[src/hw/rtl/lcd4_pkg.sv]
// ============================================================================
// lcd4_pkg
// Types, codes and constants shared by the character LCD write sequencer.
// ============================================================================
package lcd4_pkg;

    // Request kinds
    localparam logic [1:0] KIND_INIT   = 2'd0;
    localparam logic [1:0] KIND_CMD    = 2'd1;
    localparam logic [1:0] KIND_DATA   = 2'd2;
    localparam logic [1:0] KIND_CURSOR = 2'd3;

    // Configuration register indexes
    localparam int unsigned   CFG_INDEX_W          = 2;
    localparam logic [1:0]    REG_ENABLE_HOLD      = 2'd0;
    localparam logic [1:0]    REG_POWER_UP_WAIT    = 2'd1;
    localparam logic [1:0]    REG_INIT_STEP_WAIT   = 2'd2;

    localparam logic [15:0]   ENABLE_HOLD_RESET    = 16'd2000;
    localparam logic [15:0]   POWER_UP_WAIT_RESET  = 16'd40000;
    localparam logic [15:0]   INIT_STEP_WAIT_RESET = 16'd50000;

    // Protocol constants
    localparam logic [3:0]  INIT_NIBBLE_FIRST   = 4'h3;
    localparam logic [3:0]  INIT_NIBBLE_SECOND  = 4'h2;
    localparam logic [15:0] AFTER_FIRST_INIT_US = 16'd2000;
    localparam logic [7:0]  CMD_SET_DDRAM       = 8'h80;
    localparam logic [7:0]  ROW2_OFFSET         = 8'h40;
    localparam logic [7:0]  COLUMN_LIMIT        = 8'd40;

    // Step counter width and last step index per operation
    localparam int unsigned STEP_W        = 4;
    localparam logic [3:0]  INIT_LAST_STEP = 4'd11;
    localparam logic [3:0]  BYTE_LAST_STEP = 4'd1;

    localparam int unsigned QUEUE_DEPTH_DEFAULT = 4;

    typedef struct packed {
        logic [1:0] kind;
        logic [7:0] byte_value;
        logic [7:0] column;
        logic [7:0] row;
    } in_item_t;

    typedef struct packed {
        logic [3:0]  nibble;
        logic        register_select;
        logic [15:0] settle_before_us;
        logic [15:0] enable_high_us;
        logic [15:0] settle_after_us;
        logic        last;
    } out_item_t;

    typedef enum logic {
        OP_BYTE = 1'b0,
        OP_INIT = 1'b1
    } op_kind_t;

    // One classified operation waiting for the back end
    typedef struct packed {
        op_kind_t   op;
        logic [7:0] byte_value;
        logic       register_select;
    } op_t;

    typedef struct packed {
        logic [15:0] enable_hold_us;
        logic [15:0] power_up_wait_us;
        logic [15:0] init_step_wait_us;
    } cfg_t;

    typedef struct packed {
        logic empty;
        logic full;
    } q_status_t;

    // Command bytes sent after the two wake-up nibbles
    function automatic logic [7:0] init_cmd(input logic [2:0] idx);
        logic [7:0] cmd;
        case (idx)
            3'd0:    cmd = 8'h28;
            3'd1:    cmd = 8'h0E;
            3'd2:    cmd = 8'h01;
            3'd3:    cmd = 8'h06;
            3'd4:    cmd = 8'h80;
            default: cmd = 8'h00;
        endcase
        return cmd;
    endfunction

endpackage

[src/hw/rtl/lcd4_front.sv]
// ============================================================================
// lcd4_front
// Classifies requests into operations and drops out-of-range cursor moves.
// ============================================================================
module lcd4_front (
    input  logic             start,
    input  logic             busy,
    input  lcd4_pkg::in_item_t request,
    output logic             push,
    output lcd4_pkg::op_t    push_data
);
    import lcd4_pkg::*;

    logic       accept;
    logic [7:0] cursor_cmd;

    assign accept     = start && !busy;
    assign cursor_cmd = CMD_SET_DDRAM | request.column
                        | ((request.row != 8'd0) ? ROW2_OFFSET : 8'd0);

    always_comb
    begin
        push                      = 1'b0;
        push_data.op              = OP_BYTE;
        push_data.byte_value      = request.byte_value;
        push_data.register_select = 1'b0;
        case (request.kind)
            KIND_INIT:
            begin
                push         = accept;
                push_data.op = OP_INIT;
            end
            KIND_CMD:
            begin
                push = accept;
            end
            KIND_DATA:
            begin
                push                      = accept;
                push_data.register_select = 1'b1;
            end
            KIND_CURSOR:
            begin
                // drop a move past the end of the line
                push                 = accept && (request.column < COLUMN_LIMIT);
                push_data.byte_value = cursor_cmd;
            end
            default:
            begin
                push = 1'b0;
            end
        endcase
    end

endmodule

[src/hw/rtl/lcd4_queue.sv]
// ============================================================================
// lcd4_queue
// Small FIFO of classified operations between the front and back ends.
// ============================================================================
module lcd4_queue #(
    parameter int unsigned DEPTH = lcd4_pkg::QUEUE_DEPTH_DEFAULT
) (
    input  logic                 clk,
    input  logic                 rst_n,
    input  logic                 push,
    input  lcd4_pkg::op_t        push_data,
    input  logic                 pop,
    output lcd4_pkg::op_t        pop_data,
    output lcd4_pkg::q_status_t  status
);
    import lcd4_pkg::*;

    localparam int unsigned PTR_W = (DEPTH > 1) ? $clog2(DEPTH) : 1;
    localparam int unsigned CNT_W = $clog2(DEPTH + 1);
    localparam logic [PTR_W-1:0] PTR_LAST = PTR_W'(DEPTH - 1);
    localparam logic [CNT_W-1:0] CNT_FULL = CNT_W'(DEPTH);

    op_t              slot_reg [DEPTH];
    logic [PTR_W-1:0] wr_ptr_reg, wr_ptr_next;
    logic [PTR_W-1:0] rd_ptr_reg, rd_ptr_next;
    logic [CNT_W-1:0] count_reg, count_next;
    logic             do_push, do_pop;

    assign status.empty = (count_reg == '0);
    assign status.full  = (count_reg == CNT_FULL);
    assign do_push      = push && !status.full;
    assign do_pop       = pop && !status.empty;
    assign pop_data     = slot_reg[rd_ptr_reg];

    always_comb
    begin
        wr_ptr_next = wr_ptr_reg;
        rd_ptr_next = rd_ptr_reg;
        count_next  = count_reg;
        if (do_push)
        begin
            wr_ptr_next = (wr_ptr_reg == PTR_LAST) ? '0 : wr_ptr_reg + 1'b1;
        end
        if (do_pop)
        begin
            rd_ptr_next = (rd_ptr_reg == PTR_LAST) ? '0 : rd_ptr_reg + 1'b1;
        end
        if (do_push && !do_pop)
        begin
            count_next = count_reg + 1'b1;
        end
        else if (do_pop && !do_push)
        begin
            count_next = count_reg - 1'b1;
        end
    end

    always_ff @(posedge clk or negedge rst_n)
    begin
        if (!rst_n)
        begin
            wr_ptr_reg <= '0;
            rd_ptr_reg <= '0;
            count_reg  <= '0;
        end
        else
        begin
            wr_ptr_reg <= wr_ptr_next;
            rd_ptr_reg <= rd_ptr_next;
            count_reg  <= count_next;
        end
    end

    always_ff @(posedge clk)
    begin
        if (do_push)
        begin
            slot_reg[wr_ptr_reg] <= push_data;
        end
    end

endmodule

[src/hw/rtl/lcd4_back.sv]
// ============================================================================
// lcd4_back
// Expands one operation into its enable pulses, one pulse per cycle.
// ============================================================================
module lcd4_back (
    input  logic                clk,
    input  logic                rst_n,
    input  lcd4_pkg::cfg_t      cfg,
    input  lcd4_pkg::q_status_t q_status,
    input  lcd4_pkg::op_t       op_in,
    output logic                pop,
    output lcd4_pkg::out_item_t result,
    output logic                result_strobe
);
    import lcd4_pkg::*;

    typedef enum logic [1:0] {
        BK_IDLE = 2'b01,
        BK_RUN  = 2'b10
    } back_state_t;

    back_state_t       state_reg, state_next;
    op_t               cur_reg, cur_next;
    logic [STEP_W-1:0] step_reg, step_next;
    out_item_t         result_reg, result_next;
    logic              strobe_reg, strobe_next;

    logic      is_last;
    logic      load;
    logic [2:0] cmd_idx;
    logic [7:0] init_byte;
    out_item_t pulse;

    assign is_last   = (cur_reg.op == OP_INIT) ? (step_reg == INIT_LAST_STEP)
                                               : (step_reg == BYTE_LAST_STEP);
    assign cmd_idx   = 3'(step_reg[STEP_W-1:1] - 3'd1);
    assign init_byte = init_cmd(cmd_idx);
    assign load      = !q_status.empty && ((state_reg == BK_IDLE) || is_last);
    assign pop       = load;

    // Pulse for the current step
    always_comb
    begin
        pulse.register_select  = cur_reg.register_select;
        pulse.settle_before_us = '0;
        pulse.enable_high_us   = cfg.enable_hold_us;
        pulse.settle_after_us  = '0;
        pulse.last             = is_last;
        pulse.nibble           = step_reg[0] ? cur_reg.byte_value[3:0]
                                             : cur_reg.byte_value[7:4];
        if (cur_reg.op == OP_INIT)
        begin
            pulse.register_select = 1'b0;
            if (step_reg == 4'd0)
            begin
                pulse.nibble           = INIT_NIBBLE_FIRST;
                pulse.settle_before_us = cfg.power_up_wait_us;
                pulse.enable_high_us   = '0;
                pulse.settle_after_us  = AFTER_FIRST_INIT_US;
            end
            else if (step_reg == 4'd1)
            begin
                pulse.nibble         = INIT_NIBBLE_SECOND;
                pulse.enable_high_us = '0;
            end
            else
            begin
                pulse.nibble          = step_reg[0] ? init_byte[3:0] : init_byte[7:4];
                pulse.settle_after_us = step_reg[0] ? cfg.init_step_wait_us : 16'd0;
            end
        end
    end

    always_comb
    begin
        state_next  = state_reg;
        cur_next    = cur_reg;
        step_next   = step_reg;
        result_next = result_reg;
        strobe_next = 1'b0;
        case (state_reg)
            BK_IDLE:
            begin
                if (load)
                begin
                    cur_next   = op_in;
                    step_next  = '0;
                    state_next = BK_RUN;
                end
            end
            BK_RUN:
            begin
                result_next = pulse;
                strobe_next = 1'b1;
                if (is_last)
                begin
                    step_next = '0;
                    if (load)
                    begin
                        cur_next = op_in;
                    end
                    else
                    begin
                        state_next = BK_IDLE;
                    end
                end
                else
                begin
                    step_next = step_reg + 1'b1;
                end
            end
            default:
            begin
                state_next = BK_IDLE;
            end
        endcase
    end

    always_ff @(posedge clk or negedge rst_n)
    begin
        if (!rst_n)
        begin
            state_reg  <= BK_IDLE;
            step_reg   <= '0;
            strobe_reg <= 1'b0;
        end
        else
        begin
            state_reg  <= state_next;
            step_reg   <= step_next;
            strobe_reg <= strobe_next;
        end
    end

    always_ff @(posedge clk)
    begin
        cur_reg    <= cur_next;
        result_reg <= result_next;
    end

    assign result        = result_reg;
    assign result_strobe = strobe_reg;

endmodule

[src/hw/rtl/char_lcd_4bit_write_sequencer.sv]
// ============================================================================
// char_lcd_4bit_write_sequencer
// Write sequencer for a character LCD on a 4-bit bus (read/write held low).
// ============================================================================
// A request is taken at a clock edge with start high and busy low. Each
// request expands into a burst of enable pulses on result, one pulse per
// cycle with result_strobe high for exactly that cycle; the receiver cannot
// stall, so it must take every pulse as it appears. Init gives twelve pulses,
// command, data and cursor writes give two, and a cursor move to column 40 or
// beyond gives none. An accepted request is queued, loaded into the back end,
// and each of its pulses is registered onto result. Pulse output runs at one
// per cycle, set by the back end's step counter, back to back across requests
// while one waits in the short queue, and busy rises only while it is full.
// Configuration registers are written through wr_en/wr_index/wr_data and are
// sampled while pulses are generated, so change them only when idle.
// ============================================================================
module char_lcd_4bit_write_sequencer #(
    parameter int unsigned QUEUE_DEPTH = lcd4_pkg::QUEUE_DEPTH_DEFAULT
) (
    input  logic                                  clk,
    input  logic                                  rst_n,
    input  logic                                  start,
    output logic                                  busy,
    input  lcd4_pkg::in_item_t                    request,
    output lcd4_pkg::out_item_t                   result,
    output logic                                  result_strobe,
    input  logic                                  wr_en,
    input  logic [lcd4_pkg::CFG_INDEX_W-1:0]      wr_index,
    input  logic [15:0]                           wr_data
);
    import lcd4_pkg::*;

    cfg_t      cfg_reg;
    q_status_t q_status;
    logic      push;
    op_t       push_data;
    logic      pop;
    op_t       pop_data;

    // Hold the three timing registers; an unused index writes nothing
    always_ff @(posedge clk or negedge rst_n)
    begin
        if (!rst_n)
        begin
            cfg_reg.enable_hold_us    <= ENABLE_HOLD_RESET;
            cfg_reg.power_up_wait_us  <= POWER_UP_WAIT_RESET;
            cfg_reg.init_step_wait_us <= INIT_STEP_WAIT_RESET;
        end
        else if (wr_en)
        begin
            case (wr_index)
                REG_ENABLE_HOLD:    cfg_reg.enable_hold_us    <= wr_data;
                REG_POWER_UP_WAIT:  cfg_reg.power_up_wait_us  <= wr_data;
                REG_INIT_STEP_WAIT: cfg_reg.init_step_wait_us <= wr_data;
                default:            cfg_reg <= cfg_reg;
            endcase
        end
    end

    // Stall new requests only when the queue has no room
    assign busy = q_status.full;

    // Front end: classify the request and drop out-of-range cursor moves
    lcd4_front u_front (
        .start     (start),
        .busy      (busy),
        .request   (request),
        .push      (push),
        .push_data (push_data)
    );

    // Queue: decouple request intake from pulse generation
    lcd4_queue #(
        .DEPTH (QUEUE_DEPTH)
    ) u_queue (
        .clk       (clk),
        .rst_n     (rst_n),
        .push      (push),
        .push_data (push_data),
        .pop       (pop),
        .pop_data  (pop_data),
        .status    (q_status)
    );

    // Back end: advance through the pulses of each operation
    lcd4_back u_back (
        .clk           (clk),
        .rst_n         (rst_n),
        .cfg           (cfg_reg),
        .q_status      (q_status),
        .op_in         (pop_data),
        .pop           (pop),
        .result        (result),
        .result_strobe (result_strobe)
    );

`ifndef ASSERT_OFF
    // A burst never breaks before its final pulse
    a_burst_contiguous: assert property (@(posedge clk) disable iff (!rst_n)
        result_strobe && !result.last |=> result_strobe)
        else $error("pulse burst broken before last pulse");

    // A data write is exactly two data-register pulses
    a_data_pair: assert property (@(posedge clk) disable iff (!rst_n)
        result_strobe && result.register_select && !result.last
        |=> result_strobe && result.register_select && result.last)
        else $error("data write pulse pair malformed");

    // The queue cannot be empty and full at once
    a_queue_status: assert property (@(posedge clk) disable iff (!rst_n)
        !(q_status.empty && q_status.full))
        else $error("queue reports both empty and full");
`endif

endmodule
[config.mk]
export PLATFORM = sky130hd
export DESIGN_NAME = char_lcd_4bit_write_sequencer
export DESIGN_NICKNAME = d
export VERILOG_FILES = /design/src/hw/rtl/lcd4_pkg.sv /design/src/hw/rtl/lcd4_front.sv /design/src/hw/rtl/lcd4_queue.sv /design/src/hw/rtl/lcd4_back.sv /design/src/hw/rtl/char_lcd_4bit_write_sequencer.sv
export SDC_FILE = /design/constraint.sdc
export NUM_CORES = 1
export LEC_CHECK = 0
export BUFFER_PORTS_ARGS = -buffer_cell sky130_fd_sc_hd__buf_2
export CAP_MARGIN = 20
export CELL_PAD_IN_SITES_DETAIL_PLACEMENT = 0
export CELL_PAD_IN_SITES_GLOBAL_PLACEMENT = 2
export CORE_ASPECT_RATIO = 0.5
export CORE_MARGIN = 2
export CORE_UTILIZATION = 41
export DETAILED_ROUTE_END_ITERATION = 8
export PLACE_DENSITY_LB_ADDON = 0.1
export SLEW_MARGIN = 20
export SYNTH_ARGS = -nofsm -noshare
export SYNTH_HDL_FRONTEND = slang
export SYNTH_SLANG_ARGS = --single-unit
export TNS_END_PERCENT = 100
[constraint.sdc]
create_clock -name clk -period 5.7 [get_ports clk]
set_input_delay 1.425 -clock clk [delete_from_list [all_inputs] [get_ports clk]]
set_output_delay 1.425 -clock clk [all_outputs]
set_load 0.03 [all_outputs]
### Word level (Yosys, flattened, before mapping)

Memories as Yosys holds them, arrays and structs flattened.
Index checks and enable logic that the tools add are counted.

| storage, ports and cells | value |
|---|---|
| output and inout bits | 56 |
| input bits | 48 |
| register bits after elaboration | 126 |
| memories kept | 1 |
| bits in writable memories | 40 |

| cells by class | value |
|---|---|
| $lt $le $gt $ge | 1 |
| add/subtract/negate cells | 6 |
| reductions and logical operators | 29 |
| eq/ne operators | 19 |
| bitwise operators | 3 |
| multiplexer cells | 34 |

Memories:

| name | words | bits a word | rd ports | clocked after Yosys merged registers in | write ports | RTL line | text |
|---|---|---|---|---|---|---|---|
| u_queue.slot_reg | 4 | 10 | 1 | 0 | 1 | lcd4_queue.sv:23 | `op_t slot_reg [DEPTH];` |

Operators with widths:

| cell | number |
|---|---|
| 2-to-1 mux 16 bit | 4 |
| 2-to-1 mux 53 bit | 1 |
| one-hot mux 8 bit (5 select lines) | 1 |
| 2-to-1 mux 32 bit | 1 |
| 2-to-1 mux 4 bit | 6 |
| 2-to-1 mux 10 bit | 2 |
| one-hot mux 10 bit (2 select lines) | 1 |
| equality test 2 bit, second input constant | 6 |
| AND reduction 2 bit | 6 |
| 2-to-1 mux 2 bit | 5 |
| less-than comparator 8 x 6 -> 1 bit, second input constant | 1 |
| 2-to-1 mux 8 bit | 1 |
| OR 8 bit | 1 |
| one-hot mux 4 bit (2 select lines) | 1 |
| nonzero test 8 bit | 1 |
| logical AND 1 bit | 7 |
| 2-to-1 mux 7 bit | 1 |
| equality test 2 x 1 -> 1 bit, second input constant | 3 |
| equality test 3 x 2 -> 1 bit, second input constant | 2 |
| equality test 3 bit, second input constant | 2 |
| zero test 3 bit | 2 |
| 2-to-1 mux 1 bit | 6 |
| 2-to-1 mux 3 bit | 2 |
| subtractor 3 x 1 -> 3 bit, second input constant | 2 |
| 19 further kinds | 27 |

### Longest topological paths before layout

| logic depth | value |
|---|---|
| depth after elaboration | 10 |
| mapped depth | 12 |

### Cells and area by module

A second synthesis with hierarchy kept.

| second synthesis, totals | value |
|---|---|
| cells, all modules | 403 |
| area, all modules | 6787.8 sq um |

Modules (own cells, without submodules):

| module | times used | seq. area each (sq um) | area an instance (sq um) | cells an instance |
|---|---|---|---|---|
| lcd4_back | 1 | 2098.3 | 2867.8 | 193 |
| lcd4_queue | 1 | 1376.3 | 1940.6 | 89 |
| char_lcd_4bit_write_sequencer | 1 | 1222.4 | 1836.8 | 102 |
| lcd4_front | 1 | 0.0 | 142.6 | 19 |

### Worst setup path after synthesis

OpenSTA, ideal clock, no wires.

| path | value |
|---|---|
| kind | flip-flop to flip-flop |
| start | register u_back.state_reg[0] |
| end | register u_back.cur_reg[0] (netlist bit), enable pin |
| required time | 5.320 ns |
| setup time | 0.380 ns |
| clock period less this slack | 4.216 ns |
| path buffers | 1 |
| slack | 1.484 ns |
| cell stages (with the launch flop) | 5 |
| arrival | 3.835 ns |
| cells stage by stage | dfstp_2 buf_4 nor2b_1 nand2_1 a21oi_1 |

| between the ends | value |
|---|---|
| cells in the longest elaborated chain, start to end | 3 |

Ends and longest elaborated chain:

| item | RTL line | text |
|---|---|---|
| start: declaration | lcd4_back.sv:22 | `back_state_t state_reg, state_next;` |
| start signal: assignment | lcd4_back.sv:129 | `state_reg <= state_next;` |
| equality test 2 bit or equality test 2 x 1 -> 1 bit (tied branches) | lcd4_back.sv:81, lcd4_back.sv:38 |  |
| != test 2 x 1 -> 1 bit (no line) or nonzero test 2 bit (tied branches) | n/a |  |
| AND reduction 2 bit (no line) (*) | n/a |  |
| end signal: assignment | lcd4_back.sv:137 | `cur_reg <= cur_next;` |
| end: declaration | lcd4_back.sv:23 | `op_t cur_reg, cur_next;` |

Every way passes the cells marked *; elsewhere a longest branch is shown, timed or not.
A chain may end at the register's enable or synchronous reset.

### Final worst setup path

| path | value |
|---|---|
| start | input request[24] (netlist bit) |
| end | register u_queue.count_reg[2] |

| between the ends | value |
|---|---|
| cells in the longest elaborated chain, start to end | 7 |

Ends and longest elaborated chain:

| item | RTL line | text |
|---|---|---|
| start: declaration | char_lcd_4bit_write_sequencer.sv:24 | `input lcd4_pkg::in_item_t request,` |
| equality test 2 x 1 -> 1 bit, or another cell as far along | lcd4_front.sv:27 | `case (request.kind)` |
| OR reduction 3 bit (no line) | n/a |  |
| one-hot mux 1 bit (2 select lines) (*) | lcd4_front.sv:27 |  |
| logical AND 1 bit (*) | lcd4_queue.sv:31 | `assign do_push = push && !status.full;` |
| net u_queue.do_push | lcd4_queue.sv:27 | `logic do_push, do_pop;` |
| zero test 1 bit | lcd4_queue.sv:52 | `else if (do_pop && !do_push)` |
| logical AND 1 bit | lcd4_queue.sv:52 |  |
| nonzero test 2 bit (no line) | n/a |  |
| end signal: assignment | lcd4_queue.sv:70 | `count_reg <= count_next;` |
| end: declaration | lcd4_queue.sv:26 | `logic [CNT_W-1:0] count_reg, count_next;` |

Mark *: on every way through the listed nets, which the timed path passes. The rest lies on a longest branch.

==> results.txt <==
Once routing completed, OpenROAD measured the worst setup slack at 2750 ps. The compound-cell area share of the yosys netlist came out at 3.70%. The top cell types in the final layout, fill and taps aside, are edfxtp_1 (104), buf_2 (103), mux2_2 (60), dfrtp_1 (44), and2_1 (31). The number of antenna cells inserted is 0.

The post-route non-filler standard cell count came out at 750. The worst setup path is captured at a register. Routability-driven placement finished with a final weighted congestion of 0.691. The number of top-level pins is 104.

The hold path startpoint is cfg_reg[12]$_DFFE_PN0P_. The count of buffers added by post-CTS timing repair for setup came out at 0. The synthesized netlist occupies a cell area of 6740 µm². The relative slew slack is 31.8%. In the routed design, unresolved DRC markers number 0. CTS placed an instance of clkbuf_16 at the clock tree root.

Leaving out fill and tap cells, the most frequent cell in the layout is edfxtp_1. The flow ran to the end, and the final reports show no timing, DRC or antenna violations. From bottom edge to top edge, the die measures 94.6 µm. The clock period could shrink to 2950 ps.

The horizontal die dimension came out at 185 µm. The number of distinct library cells after synthesis is 54. The highest net fanout along the worst path came out at 9. The final global-route overflow total is 0. The startpoint identified for the worst register-to-register timing path is u_back.step_reg[0]$_DFFE_PN0P_. No sink is reached through more buffers than the 2 on the longest clock path. The number of antenna violations at the first check in global routing is 0. The floorplan step defined a die boundary enclosing 17500 µm².

VDD sags by at most 0.000234 V. The type of the most critical hold path is register to register. The number of buffers created by CTS came out at 17. The detailed-routing iteration count for the pre-antenna-repair pass is 4. The number of DRC markers after the initial detailed-route iteration came out at 167.

The number of warnings issued by yosys came out at 0. The global-route track usage on met1 came out at 19.4%. The register area share after synthesis is 69.7%. The worst path uses 51.7% of the clock period.

After detailed routing, the number of vias per cell comes to 4.75. The xor/xnor share of the synthesized area is 0.650%. The later pin in the worst-skew pair is clocked with a latency of 420 ps. The data required time at the worst endpoint is 6040 ps. At the pin with the least slew margin, the transition time is 1020 ps. The number of pins exceeding their max-slew limit in the final report is 0. The average footprint of a synthesized cell came out at 17.0 µm². The synthesized design spends more area on one cell type than any other, namely edfxtp_1. The slowest stage of the critical path is the fa_1 cell. The aggregate global-route resource usage is 14.8%.

The most critical setup path has its startpoint at request[24]. The cell count after synthesis came out at 397. The count of filler cells inserted in the layout is 1392. The hold buffer count at cts is 0. The global routing met3 resource utilization is 4.01%.

The final worst clock skew is 16.2 ps. The share of the synthesized area in the top cell type came out at 46.4%. The count of antenna-violating nets left after detailed routing came out at 0. The overall power of the completed layout came out at 0.00423 W. For met2 alone, demand over resource in global routing was 24.6%. For the final routed database, the setup TNS stands at 0 ps.

The hold violation total from the final report came out at 0. TritonCTS built the clock tree. The signal arrival time at the worst endpoint is 3290 ps. In this design, the stage delay of the slowest critical-path cell is 370 ps. The total placed cells including tap cells came out at 718. Timing would allow up to 339 MHz.

The routed layout has 3560 vias. Setup repair after global routing left no endpoint under its margin. In this run the number of H-tree levels came out at 4. The number of global-route vias before repair came out at 3628. Measured against the total synthesized area, the mux share comes to 13.8%. The total core area is 16200 µm². After synthesis, the largest family of logic cells by area is multiplexers. The HPWL after detailed placement came out at 7790 µm. For this design the static power due to leakage is 3.18 nW.

Of the total synthesized cell area, the portion taken by full adders, half adders and majority gates is 1.97%. The post-synthesis simple-gate area fraction is 8.38%. The wire length of the first global-routing pass came out at 19300 µm.

Cells with a size suffix above 1 make up 46.3% of the layout. The classification of the worst setup path is primary input to register. The initial standard-cell utilization of the core came out at 41.5%. The initialized floorplan defines 33 standard-cell rows. For this block, the routed nets add up to 12200 µm of wire. The net count of the mapped netlist is 455. The average wire per standard cell is 16.2 µm. The number of gates resized after CTS is 0. Counting every sink on the clock net gives 166.

The count of input and output buffers came out at 103. The maximum number of pins on one net before global-route repair came out at 63. The kind of launch point of the worst setup path is a primary input. The number of flip-flops under the largest register name came out at 54. The max-capacitance violation count came out at 0. The number of flip-flops and latches in the synthesized netlist is 166. The power per cell area is 525 nW/µm².

The placement-stage worst setup slack is 2270 ps. The share of the core filled with cells is 49.7%. Clock-pin slew was measured on the worst setup and hold paths at 70 ps. The layout overhead on the synthesized area is 19.7%. At the end of the flow, the number of nets in the layout was 568. The setup violation total in the final timing report came out at 0.

Traced cell by cell, the critical path runs through buf_2 > nand2_2 > a21oi_1 > nor3b_2 > ha_1 > inv_1 > fa_1 > xor2_1 > nor2_1 > xnor2_1. met2 is the most crowded layer. After synthesis, the cell types taking the most area are edfxtp_1 (46%), dfrtp_1 (16%), mux2_2 (10%), dfstp_2 (7.0%), mux4_2 (3.3%).
==> where the power goes <==
part / leakage [nW] / internal, W / switching [W] / total, W
Clock: 0.282 / 0.000593 / 0.000506 / 0.00110
Sequential: 1.69 / 0.00174 / 0.000201 / 0.00194
Combinational: 1.21 / 0.000467 / 0.000728 / 0.00119
==> Yosys cell counts, drive strengths merged <==
cell type and count:
a211oi 2, a21o 6, a21oi 8, a221o 1, a221oi 3, a311o 1, a31oi 1, a32oi 2
and2 31, and2b 2, and3 2, buf 11, clkbuf 2, dfrtp 44, dfstp 18, edfxtp 104
fa 1, ha 9, inv 10, mux2 60, mux2i 3, mux4 10, nand2 8, nand2b 2
nand3 1, nand3b 2, nor2 10, nor2b 19, nor3 4, nor3b 2, nor4 2, nor4b 1
o211ai 1, o21a 1, o21ai 3, o22ai 1, o31ai 2, or3 1, or4 1, xnor2 3
xor2 2
==> final cells by class <==
cell class | instances | area, µm² | area share, %
clock buffers | 19 | 443 | 5.49
well taps | 227 | 284 | 3.52
flip-flops and latches | 166 | 4700 | 58.2
repair buffers | 107 | 546 | 6.76
clock inverters | 13 | 129 | 1.60
inverters | 10 | 37.5 | 0.465
multi-input cells | 208 | 1930 | 23.9
==> final timing paths <==
kind / to / slack, ps / depth (start not counted)
min in group asynchronous: u_queue.wr_ptr_reg[0]$_DFFE_PN0P_ / 1170 / 2
hold / removal: cfg_reg[12]$_DFFE_PN0P_ / 500 / 1
max in group asynchronous: u_back.step_reg[2]$_DFFE_PN0P_ / 3940 / 2
setup / recovery: u_queue.count_reg[2]$_DFFE_PN0P_ / 2750 / 10
setup reg to reg: u_queue.count_reg[2]$_DFFE_PN0P_ / 3040 / 11
hold reg to reg: cfg_reg[12]$_DFFE_PN0P_ / 500 / 1
==> per-stage QoR <==
stage,instance area [µm²],hold slack [ps]
5_1_grt,8060,511
3_5_place_dp,7490,484
2_1_floorplan,6740,471
6_report,8060,497
3_3_place_gp,7490,480
4_1_cts,8060,500
==> critical path, delay by kind of cell <==
family | cells | cell delay (ps)
buf+inv | 2 | 180
simple gates | 3 | 660
compound gates | 1 | 100
xor+xnor | 2 | 280
fa+ha+maj | 2 | 630
==> cells by family (layout without fill, tap and decap cells) <==
kind of cell / Yosys count / count (layout)
and+or+nand+nor: 88 / 88
DFF: 166 / 166
muxes: 73 / 73
xor gates and xnor gates: 5 / 5
adders and majority gates: 10 / 10
AOI/OAI and AO/OA: 32 / 32
buffers and inverters: 23 / 149
==> per-layer routing <==
metal | vias up | part of all wire (%) | wire [µm]
li1 | 1709 | - | -
met1 | 1764 | 48 | 5850
met2 | 78 | 47 | 5670
met3 | 9 | 4.6 | 556
met4 | 0 | 0.67 | 82
met5 | - | 0 | 0
Power figures use the tool's default switching activity.
